--- src/rtl/mgt_pkg.sv ---
// Shared types, constants and command/status structures for the transit timer.
package mgt_pkg;

    localparam int GATE_COUNT = 11;
    localparam int LEVELS_W   = 11;
    localparam int ELAPSED_W  = 17;
    localparam int TIMEOUT_W  = 16;
    localparam int RUN_W      = 8;
    localparam int INDEX_W    = 4;
    localparam int IDX_W      = (GATE_COUNT > 1) ? $clog2(GATE_COUNT) : 1;

    localparam logic [TIMEOUT_W-1:0] TIMEOUT_RESET = TIMEOUT_W'(60000);
    localparam logic [IDX_W-1:0]     LAST_GATE     = IDX_W'(GATE_COUNT - 1);

    typedef logic [GATE_COUNT-1:0] gate_mask_t;

    typedef enum logic
    {
        OP_TICK  = 1'b0,
        OP_START = 1'b1
    } op_t;

    typedef enum logic [1:0]
    {
        CAUSE_ALL     = 2'd0,
        CAUSE_LAST    = 2'd1,
        CAUSE_TIMEOUT = 2'd2
    } cause_t;

    typedef enum logic [2:0]
    {
        ST_IDLE,
        ST_ARMED,
        ST_RUNNING,
        ST_CHECK,
        ST_EMIT
    } state_t;

    typedef struct packed
    {
        logic first;
        logic tick;
        logic latch_cause;
        logic emit_load;
        logic finish;
    } dp_cmd_t;

    typedef struct packed
    {
        logic lv_any;
        logic run_done;
        logic out_free;
        logic emit_last;
    } dp_status_t;

endpackage

--- src/rtl/mgt_ctrl.sv ---
// Controller state machine for the transit timer: run phases and result emission.
module mgt_ctrl
(
    input  logic                clk,
    input  logic                rst_n,
    input  logic                in_valid,
    input  logic                op,
    output logic                in_stall,
    input  mgt_pkg::dp_status_t status,
    output mgt_pkg::dp_cmd_t    cmd
);
    import mgt_pkg::*;

    state_t state_reg;
    state_t state_next;
    logic   accept;

    always_ff @(posedge clk or negedge rst_n)
    begin
        if (!rst_n)
        begin
            state_reg <= ST_IDLE;
        end
        else
        begin
            state_reg <= state_next;
        end
    end

    always_comb
    begin
        state_next = state_reg;
        cmd        = '0;
        in_stall   = (state_reg == ST_CHECK) || (state_reg == ST_EMIT);
        accept     = in_valid && !in_stall;
        unique case (state_reg)
            ST_IDLE:
            begin
                if (accept && (op == OP_START))
                begin
                    state_next = ST_ARMED;
                end
            end
            ST_ARMED:
            begin
                if (accept && (op == OP_TICK) && status.lv_any)
                begin
                    cmd.first  = 1'b1;
                    state_next = ST_CHECK;
                end
            end
            ST_RUNNING:
            begin
                if (accept && (op == OP_TICK))
                begin
                    cmd.tick   = 1'b1;
                    state_next = ST_CHECK;
                end
            end
            ST_CHECK:
            begin
                if (status.run_done)
                begin
                    cmd.latch_cause = 1'b1;
                    state_next      = ST_EMIT;
                end
                else
                begin
                    state_next = ST_RUNNING;
                end
            end
            ST_EMIT:
            begin
                if (status.out_free)
                begin
                    cmd.emit_load = 1'b1;
                    if (status.emit_last)
                    begin
                        cmd.finish = 1'b1;
                        state_next = ST_IDLE;
                    end
                end
            end
            default:
            begin
                state_next = ST_IDLE;
            end
        endcase
    end

endmodule

--- src/rtl/mgt_datapath.sv ---
// Datapath of the transit timer: elapsed count, capture store, end checks, output register.
module mgt_datapath
(
    input  logic                              clk,
    input  logic                              rst_n,
    input  logic [mgt_pkg::LEVELS_W-1:0]      gate_levels,
    input  logic                              timeout_ticks_wr,
    input  logic [mgt_pkg::TIMEOUT_W-1:0]     timeout_ticks,
    input  mgt_pkg::dp_cmd_t                  cmd,
    output mgt_pkg::dp_status_t               status,
    output logic                              out_valid,
    input  logic                              out_stall,
    output logic [mgt_pkg::RUN_W-1:0]         run_id,
    output logic [mgt_pkg::INDEX_W-1:0]       gate_index,
    output logic                              gate_seen,
    output logic [mgt_pkg::ELAPSED_W-1:0]     gate_time,
    output logic [1:0]                        end_cause,
    output logic                              last
);
    import mgt_pkg::*;

    logic [TIMEOUT_W-1:0] timeout_reg;
    logic [ELAPSED_W-1:0] elapsed_reg;
    logic [ELAPSED_W-1:0] elapsed_next;
    gate_mask_t           seen_reg;
    gate_mask_t           lv;
    gate_mask_t           fresh;
    logic [ELAPSED_W-1:0] cap_reg [GATE_COUNT];
    logic [RUN_W-1:0]     run_counter_reg;
    cause_t               cause_reg;
    cause_t               cause_next;
    logic [IDX_W-1:0]     idx_reg;
    logic                 out_valid_reg;
    logic [RUN_W-1:0]     run_id_reg;
    logic [INDEX_W-1:0]   gate_index_reg;
    logic                 gate_seen_reg;
    logic [ELAPSED_W-1:0] gate_time_reg;
    cause_t               end_cause_reg;
    logic                 last_reg;
    logic                 all_seen;
    logic                 last_seen;
    logic                 timed_out;

    // Gates beyond the input width are never seen.
    assign lv = GATE_COUNT'(gate_levels);

    always_comb
    begin
        if (cmd.first)
        begin
            elapsed_next = '0;
            fresh        = lv;
        end
        else
        begin
            elapsed_next = (elapsed_reg == {ELAPSED_W{1'b1}}) ? elapsed_reg
                                                                : elapsed_reg + 1'b1;
            fresh        = lv & ~seen_reg;
        end
    end

    assign all_seen  = &seen_reg;
    assign last_seen = seen_reg[GATE_COUNT-1];
    assign timed_out = elapsed_reg > {1'b0, timeout_reg};

    // The lowest end cause wins when several conditions hold together.
    always_comb
    begin
        if (all_seen)
        begin
            cause_next = CAUSE_ALL;
        end
        else if (last_seen)
        begin
            cause_next = CAUSE_LAST;
        end
        else
        begin
            cause_next = CAUSE_TIMEOUT;
        end
    end

    assign status.lv_any    = |lv;
    assign status.run_done  = all_seen || last_seen || timed_out;
    assign status.out_free  = !out_valid_reg || !out_stall;
    assign status.emit_last = (idx_reg == LAST_GATE);

    always_ff @(posedge clk or negedge rst_n)
    begin
        if (!rst_n)
        begin
            timeout_reg     <= TIMEOUT_RESET;
            elapsed_reg     <= '0;
            seen_reg        <= '0;
            run_counter_reg <= '0;
            idx_reg         <= '0;
            out_valid_reg   <= 1'b0;
            cause_reg       <= CAUSE_ALL;
        end
        else
        begin
            if (timeout_ticks_wr)
            begin
                timeout_reg <= timeout_ticks;
            end
            if (cmd.first || cmd.tick)
            begin
                elapsed_reg <= elapsed_next;
                seen_reg    <= (cmd.first ? '0 : seen_reg) | fresh;
            end
            if (cmd.latch_cause)
            begin
                cause_reg <= cause_next;
            end
            if (cmd.emit_load)
            begin
                out_valid_reg <= 1'b1;
                idx_reg       <= idx_reg + 1'b1;
            end
            else if (!out_stall)
            begin
                out_valid_reg <= 1'b0;
            end
            if (cmd.finish)
            begin
                elapsed_reg     <= '0;
                seen_reg        <= '0;
                idx_reg         <= '0;
                run_counter_reg <= run_counter_reg + 1'b1;
            end
        end
    end

    // Capture store: only entries whose seen bit is set are ever reported.
    always_ff @(posedge clk)
    begin
        for (int g = 0; g < GATE_COUNT; g++)
        begin
            if ((cmd.first || cmd.tick) && fresh[g])
            begin
                cap_reg[g] <= elapsed_next;
            end
        end
    end

    always_ff @(posedge clk)
    begin
        if (cmd.emit_load)
        begin
            run_id_reg     <= run_counter_reg;
            gate_index_reg <= INDEX_W'(idx_reg);
            gate_seen_reg  <= seen_reg[idx_reg];
            gate_time_reg  <= seen_reg[idx_reg] ? cap_reg[idx_reg] : '0;
            end_cause_reg  <= cause_reg;
            last_reg       <= (idx_reg == LAST_GATE);
        end
    end

    assign out_valid  = out_valid_reg;
    assign run_id     = run_id_reg;
    assign gate_index = gate_index_reg;
    assign gate_seen  = gate_seen_reg;
    assign gate_time  = gate_time_reg;
    assign end_cause  = end_cause_reg;
    assign last       = last_reg;

endmodule

--- src/rtl/multi_gate_transit_timer.sv ---
// Top level of the multi-gate transit timer: controller and datapath.
// A start command beat is taken without a stall, as is a tick beat that finds the block
// idle, or armed with no gate broken. A tick beat that starts or continues a run is taken
// and the capture store updated, and then the end conditions are checked while the
// input is stalled in a separate check state. When a run ends the block sends GATE_COUNT
// result beats from its output register, one per cycle while the output is not stalled,
// and holds stall on the input until the final beat is loaded; the run is then
// closed and the next beat can be taken in the following cycle. The timeout
// register may be written at any time the block is idle and takes effect at once.
module multi_gate_transit_timer
(
    input  logic                              clk,
    input  logic                              rst_n,
    input  logic                              in_valid,
    output logic                              in_stall,
    input  logic                              op,
    input  logic [mgt_pkg::LEVELS_W-1:0]      gate_levels,
    input  logic                              timeout_ticks_wr,
    input  logic [mgt_pkg::TIMEOUT_W-1:0]     timeout_ticks,
    output logic                              out_valid,
    input  logic                              out_stall,
    output logic [mgt_pkg::RUN_W-1:0]         run_id,
    output logic [mgt_pkg::INDEX_W-1:0]       gate_index,
    output logic                              gate_seen,
    output logic [mgt_pkg::ELAPSED_W-1:0]     gate_time,
    output logic [1:0]                        end_cause,
    output logic                              last
);
    import mgt_pkg::*;

    dp_cmd_t    cmd;
    dp_status_t status;

    mgt_ctrl u_ctrl
    (
        .clk      (clk),
        .rst_n    (rst_n),
        .in_valid (in_valid),
        .op       (op),
        .in_stall (in_stall),
        .status   (status),
        .cmd      (cmd)
    );

    mgt_datapath u_datapath
    (
        .clk              (clk),
        .rst_n            (rst_n),
        .gate_levels      (gate_levels),
        .timeout_ticks_wr (timeout_ticks_wr),
        .timeout_ticks    (timeout_ticks),
        .cmd              (cmd),
        .status           (status),
        .out_valid        (out_valid),
        .out_stall        (out_stall),
        .run_id           (run_id),
        .gate_index       (gate_index),
        .gate_seen        (gate_seen),
        .gate_time        (gate_time),
        .end_cause        (end_cause),
        .last             (last)
    );

endmodule

--- config.mk ---
export PLATFORM = sky130hd
export DESIGN_NAME = multi_gate_transit_timer
export DESIGN_NICKNAME = d
export VERILOG_FILES = /design/src/rtl/mgt_pkg.sv /design/src/rtl/mgt_ctrl.sv /design/src/rtl/mgt_datapath.sv /design/src/rtl/multi_gate_transit_timer.sv
export SDC_FILE = /design/constraint.sdc
export NUM_CORES = 1
export LEC_CHECK = 0
export ABC_CLOCK_PERIOD_IN_PS = 5150
export BUFFER_PORTS_ARGS = -buffer_cell sky130_fd_sc_hd__buf_2
export CAP_MARGIN = 10
export CORE_MARGIN = 4
export CORE_UTILIZATION = 65
export DETAILED_ROUTE_END_ITERATION = 12
export PLACE_DENSITY = 0.84
export SYNTH_ARGS = -nofsm -noshare
export SYNTH_HDL_FRONTEND = slang
export SYNTH_SLANG_ARGS = --single-unit
--- constraint.sdc ---
create_clock -name clk -period 5.15 [get_ports clk]
set_input_delay 0.2575 -clock clk [delete_from_list [all_inputs] [get_ports clk]]
set_output_delay 0.2575 -clock clk [all_outputs]
set_load 0.03 [all_outputs]
; ---- After elaboration in Yosys (flattened, before gate mapping)
; Memory sizes are Yosys's and may differ from the RTL's. A register that Yosys moved wholly into a read port is not among the register bits.
; Index checks and enable logic that the tools add are counted.
; Widths: inputs -> output; s select.
[totals]
mem_count = 1
regBits = 78
mem_bits_rw = 187
[classes]
add_sub_neg = 3
magnitude_cmp = 2
eq_ne = 12
muxes = 54
reduce_logical = 30
n_bitwise = 4
[mem_list]
columns = memory, words, word_bits, rd, rd_ports_with_merged_regs, wr, line
row1 = u_datapath.cap_reg, 11, 17, 1, 1, 11, mgt_datapath.sv:28  ; logic [ELAPSED_W-1:0] cap_reg [GATE_COUNT];
[op_table]
columns = cell, count
row1 = $mux 17, 4
row2 = $mux 11, 4
row3 = $mux 1, 32
row4 = $mux 3, 6
row5 = $add 17x1->17 const B, 1
row6 = $eq 17x17->1 const B, 1
row7 = $gt 17x16->1, 1
row8 = $logic_and 1x1->1, 15
row9 = $pmux 3 s5, 1
row10 = $and 11x11->11, 1
row11 = $not 11->11, 1
row12 = $or 11x11->11, 1
row13 = $reduce_and 11->1, 1
row14 = $reduce_or 11->1, 1
row15 = $add 8x1->8 const B, 1
row16 = $mux 2, 4
row17 = $mux 4, 2
row18 = $ne 2x1->1 const B, 4
row19 = $eq 3x2->1 const B, 2
row20 = $logic_or 1x1->1, 5
row21 = $lt 4x5->1 const B, 1
row22 = $reduce_and 5->1, 1
row23 = $add 4x1->4 const B, 1
row24 = $bmux 1 s4, 1
row25 = other kinds (8), 13

; ---- Longest topological paths before layout
[depth]
ltp_word = 12
mapped_depth = 13
mapped_depth_nobuf = 7

; ---- Modules after synthesis
; Synthesis repeated with hierarchy kept, for this count alone.
[hier_totals]
hier_cells = 806
area_unflattened_um2 = 11955.2
[modules_own_cells]
columns = module, instances, area_each_um2, cells_each
row1 = mgt_datapath, 1, 11742.5, 784
row2 = mgt_ctrl, 1, 212.7, 22

; ---- Least setup slack after synthesis
; Ideal clock, no wire load.
[synth_path]
kind = register to register
start = register u_ctrl.state_reg[2]
end = memory u_datapath.cap_reg[10][0], enable pin
t_required_ps = 4753
synth_period_minus_slack_ps = 2703
stages_incl_launch_ff = 7
setup_ps = 397
arrival_time_ps = 2307
path_slack_ps = 2447
path_buffers = 2
path_cell_list = dfrtp_1 -> nor3b_1 -> o21a_1 -> buf_2 -> clkbuf_1 -> nand2_1 -> a21oi_1
[synth_rtl]
columns = element, line
row1 = "start, declared", mgt_ctrl.sv:14  ; state_t state_reg;
row2 = "start signal, assigned", mgt_ctrl.sv:26  ; state_reg <= state_next;
row3 = "end, declared", mgt_datapath.sv:28

; ---- Worst setup path after layout
[layout_path]
start = register u_datapath.idx_reg[1]
end = register u_datapath.seen_reg[2]
[layout_via]
elab_chain_len = 5
[layout_rtl]
columns = element, line
row1 = "start, declared", mgt_datapath.sv:32  ; logic [IDX_W-1:0] idx_reg;
row2 = "start signal, assigned", mgt_datapath.sv:118  ; idx_reg <= idx_reg + 1'b1;
row3 = $eq 4x4->1 *, mgt_datapath.sv:86  ; assign status.emit_last = (idx_reg == LAST_GATE);
row4 = $mux 1 *, mgt_ctrl.sv:77  ; if (status.emit_last)
row5 = $mux 2 *, mgt_ctrl.sv:74  ; if (status.out_free)
row6 = $mux 2 *, mgt_ctrl.sv:36  ; unique case (state_reg)
row7 = $mux 11 / $reduce_bool 2->1 (equally long branches), -
row8 = "end signal, assigned", mgt_datapath.sv:109  ; seen_reg <= (cmd.first ? '0 : seen_reg) | fresh;
row9 = "end, declared", mgt_datapath.sv:25  ; gate_mask_t seen_reg;
; Mark *: on every way between the ends. The rest lies on a longest branch, timed or not.
; A chain may end at the register's enable or synchronous reset.

==> qor.yml <==
place.gp.congestion: 0.902
finalSetupViolations: 0
coreArea_mm2: 0.0180
slew-limit-headroom_pct: 19.9
synth_cell_types: 57
grt_pass1_vias: 7638
switching_share_pct: 31.1
cp_slowest_cell: "dfrtp_2"
die_height_um: 144
ys_seq_area_share_pct: 68.1
ios: 68
synthCells: 807
worstHoldEndpoint: "u_datapath.seen_reg[4]$_DFFE_PN0P_"
drt-total-wl_um: 27700
skew_ns: 0.0141
viasPerCell: 6.51
nets: 955
min_period_ns: 3.16
multiInputGateArea_mm2: 0.00352
start_kind: "flip-flop"
start_util_pct: 66.5
drc_errors: 0
cts_tree: "yes"
ir_drop_mv: 0.397
dp_hpwl_um: 16200
n_fill_cell: 1078
grt_first_pass_wirelength_um: 43200
max_stage_delay_ns: 0.97
portBuffers: 67
drtIter0Drc: 707
worstPathMaxFanout: 43
synthTopCellsByArea: "edfxtp_1 55%, dfrtp_1 11%, mux4_2 6.8%"
areaGrowthSynthToFinish_pct: 13.9
ys.flop_type: "edfxtp_1"
comb_power_share_pct: 26.1
dr_total_vias: 7496
mostFrequentLayoutCells: "220 x edfxtp_1, 67 x buf_2, 61 x nand2_1"
worstSetupEndpointType: "flip-flop"
dieArea_mm2: 0.0207
arrival_ns: 3.56
p_int_mw: 4.63
root_buffer: "clkbuf_16"
cts_inserted_buffers: 27
die_w_um: 144
largest_reg_flops: 187
clk_pin_slew_ns: 0.06
clockPowerShare_pct: 28.5
power_frac_seq_pct: 45.4
status: "completed"
final_common_cell: "edfxtp_1"
rows: 49
antenna_cells: 0
grt_start_max_net_pins: 63
async_flop_share_pct: 22.0
ys_warn_count: 0
cap_violations: 0
htree_levels: 1
drtAntennaViolNets: 0
netlist_area_mm2: 0.0120
yosys.area.top_type_share_pct: 55.1
period_share_pct: 61.3
rr_startpoint: "u_datapath.idx_reg[1]$_DFFE_PN0P_"
setup_slack_ns: 1.99
cts.sinks: 282
syn_nets: 860
p_sw_mw: 2.08
overflow: 0
dp_slack_ns: 2.04
setup_tns_ns: 0
crit_chain: "ha_1 -> and3b_1 -> and3_1 -> nor2_1 -> a22o_1"
ff_latch_area_mm2: 0.00817
hold_viol: 0
syn_avg_cell_area_um2: 14.9
finalMaxSlewViolations: 0
grt_antenna_before_repair: 0
fmax_ghz: 0.317
post_dp_cell_area_mm2: 0.0125
hp-start: "gate_levels[4]"
clk_latency_ns: 0.53
drt-pass1-iter-count: 6
clk_path_buf_depth: 3
hp-class: "primary input to flip-flop"
r2r-end: "u_datapath.seen_reg[2]$_DFFE_PN0P_"
leakage_nw: 5.12
power_density_mw_per_mm2: 491
stdcell_area_mm2: 0.0137
synth_seq_cells: 282
timing.hold.ws_ns: 0.0199
layout-drive-gt1-share_pct: 19.5
holdPathStages: 2
synth_edf_count: 220
path_class: "flip-flop to flip-flop"
ff2ff_path_depth: 5
worst_pin_slew_ns: 1.20
reg2reg_slack_ns: 1.99
routedWlPerCell_um: 24.1
grt_usage_pct: 27.6
rsz0062_at_grt: "false"
required_ns: 5.56
synth_top_cell_by_area: "edfxtp_1"
logic make-up after synthesis:
logic type	synth area share, %
flip-flops	68.1
multiplexers	8.63
AND/OR/NAND/NOR	7.74
buffers and inverters	2.59
AO/OA/AOI/OAI	9.25
XOR/XNOR	1.61
adder cells (fa/ha/maj)	2.09
final cells by class:
class                   count  share of cell area, %
clock inverters            16                   1.11
clock buffers              33                   5.11
well taps                 229                   2.10
repair buffers            111                   5.39
flip-flops and latches    282                   59.8
inverters                  26                  0.715
multi-input cells         454                   25.7
power by group through the flow:
stage / clock [mW] / combinational (mW) / sequential (mW)
final: 1.91 / 1.75 / 3.05
after global routing: 2.03 / 1.89 / 3.07
after floorplan: 0 / 1.23 / 3.07
after CTS: 1.92 / 1.74 / 3.04
after detailed placement: 0 / 1.70 / 3.08
after global placement: 0 / 1.63 / 3.06
routing by layer:
layer	global-route usage (%)	share of wire, %
met1	38.6	39
met3	4.13	8.6
met5	0	0
met2	45.0	49
met4	10.1	3.4
synthesized netlist by cell type, drive strengths merged, types with 10 or more instances:
cell	number
edfxtp	220
nand2	61
dfrtp	55
a21oi	50
nor2	49
a211oi	42
mux4	36
o21ai	28
inv	26
clkbuf	25
and2	20
buf	20
ha	20
mux2i	19
xnor2	15
a22o	14
a31oi	13
nand3	10
worst max-delay path by stage:
stage,from,endpoint,slack [ns],depth (start not counted)
2_1_floorplan,u_ctrl.state_reg[2]$_DFFE_PN0P_,u_datapath.cap_reg[10][0]$_DFFE_PP_,2.45,6
3_3_place_gp,u_datapath.idx_reg[0]$_DFFE_PN0P_,u_datapath.gate_time[7]$_SDFFCE_PN0P_,2.10,4
3_5_place_dp,u_datapath.idx_reg[0]$_DFFE_PN0P_,u_datapath.gate_time[7]$_SDFFCE_PN0P_,2.04,4
4_1_cts,u_datapath.idx_reg[0]$_DFFE_PN0P_,u_datapath.gate_time[7]$_SDFFCE_PN0P_,1.95,4
5_1_grt,u_datapath.idx_reg[1]$_DFFE_PN0P_,u_datapath.seen_reg[9]$_DFFE_PN0P_,1.82,5
6_report,u_datapath.idx_reg[1]$_DFFE_PN0P_,u_datapath.seen_reg[2]$_DFFE_PN0P_,1.99,5
through the flow:
step                utilization [%]  total power [mW]  cells
floorplan                         -              4.29    807
global placement               69.5              4.69   1075
detailed placement             69.5              4.78   1075
CTS                            75.6              6.70   1149
global route                   75.8              6.99   1151
finish                         75.8              6.71   1151
critical path: cells and delay by family (launching register included):
family,cells,cell delay (ns)
AOI/OAI and AO/OA,1,0.28
and+or+nand+nor,3,1.44
DFF,1,0.97
adders and majority gates,1,0.34
what timing repair did:
| item | in CTS | in global routing |
|---|---|---|
| setup buffers | 0 | 0 |
| resized for setup | 0 | 0 |
| hold buffers | 25 | 0 |
| hold endpoints to repair | 79 | 0 |
(Power assumes the default switching activity.)
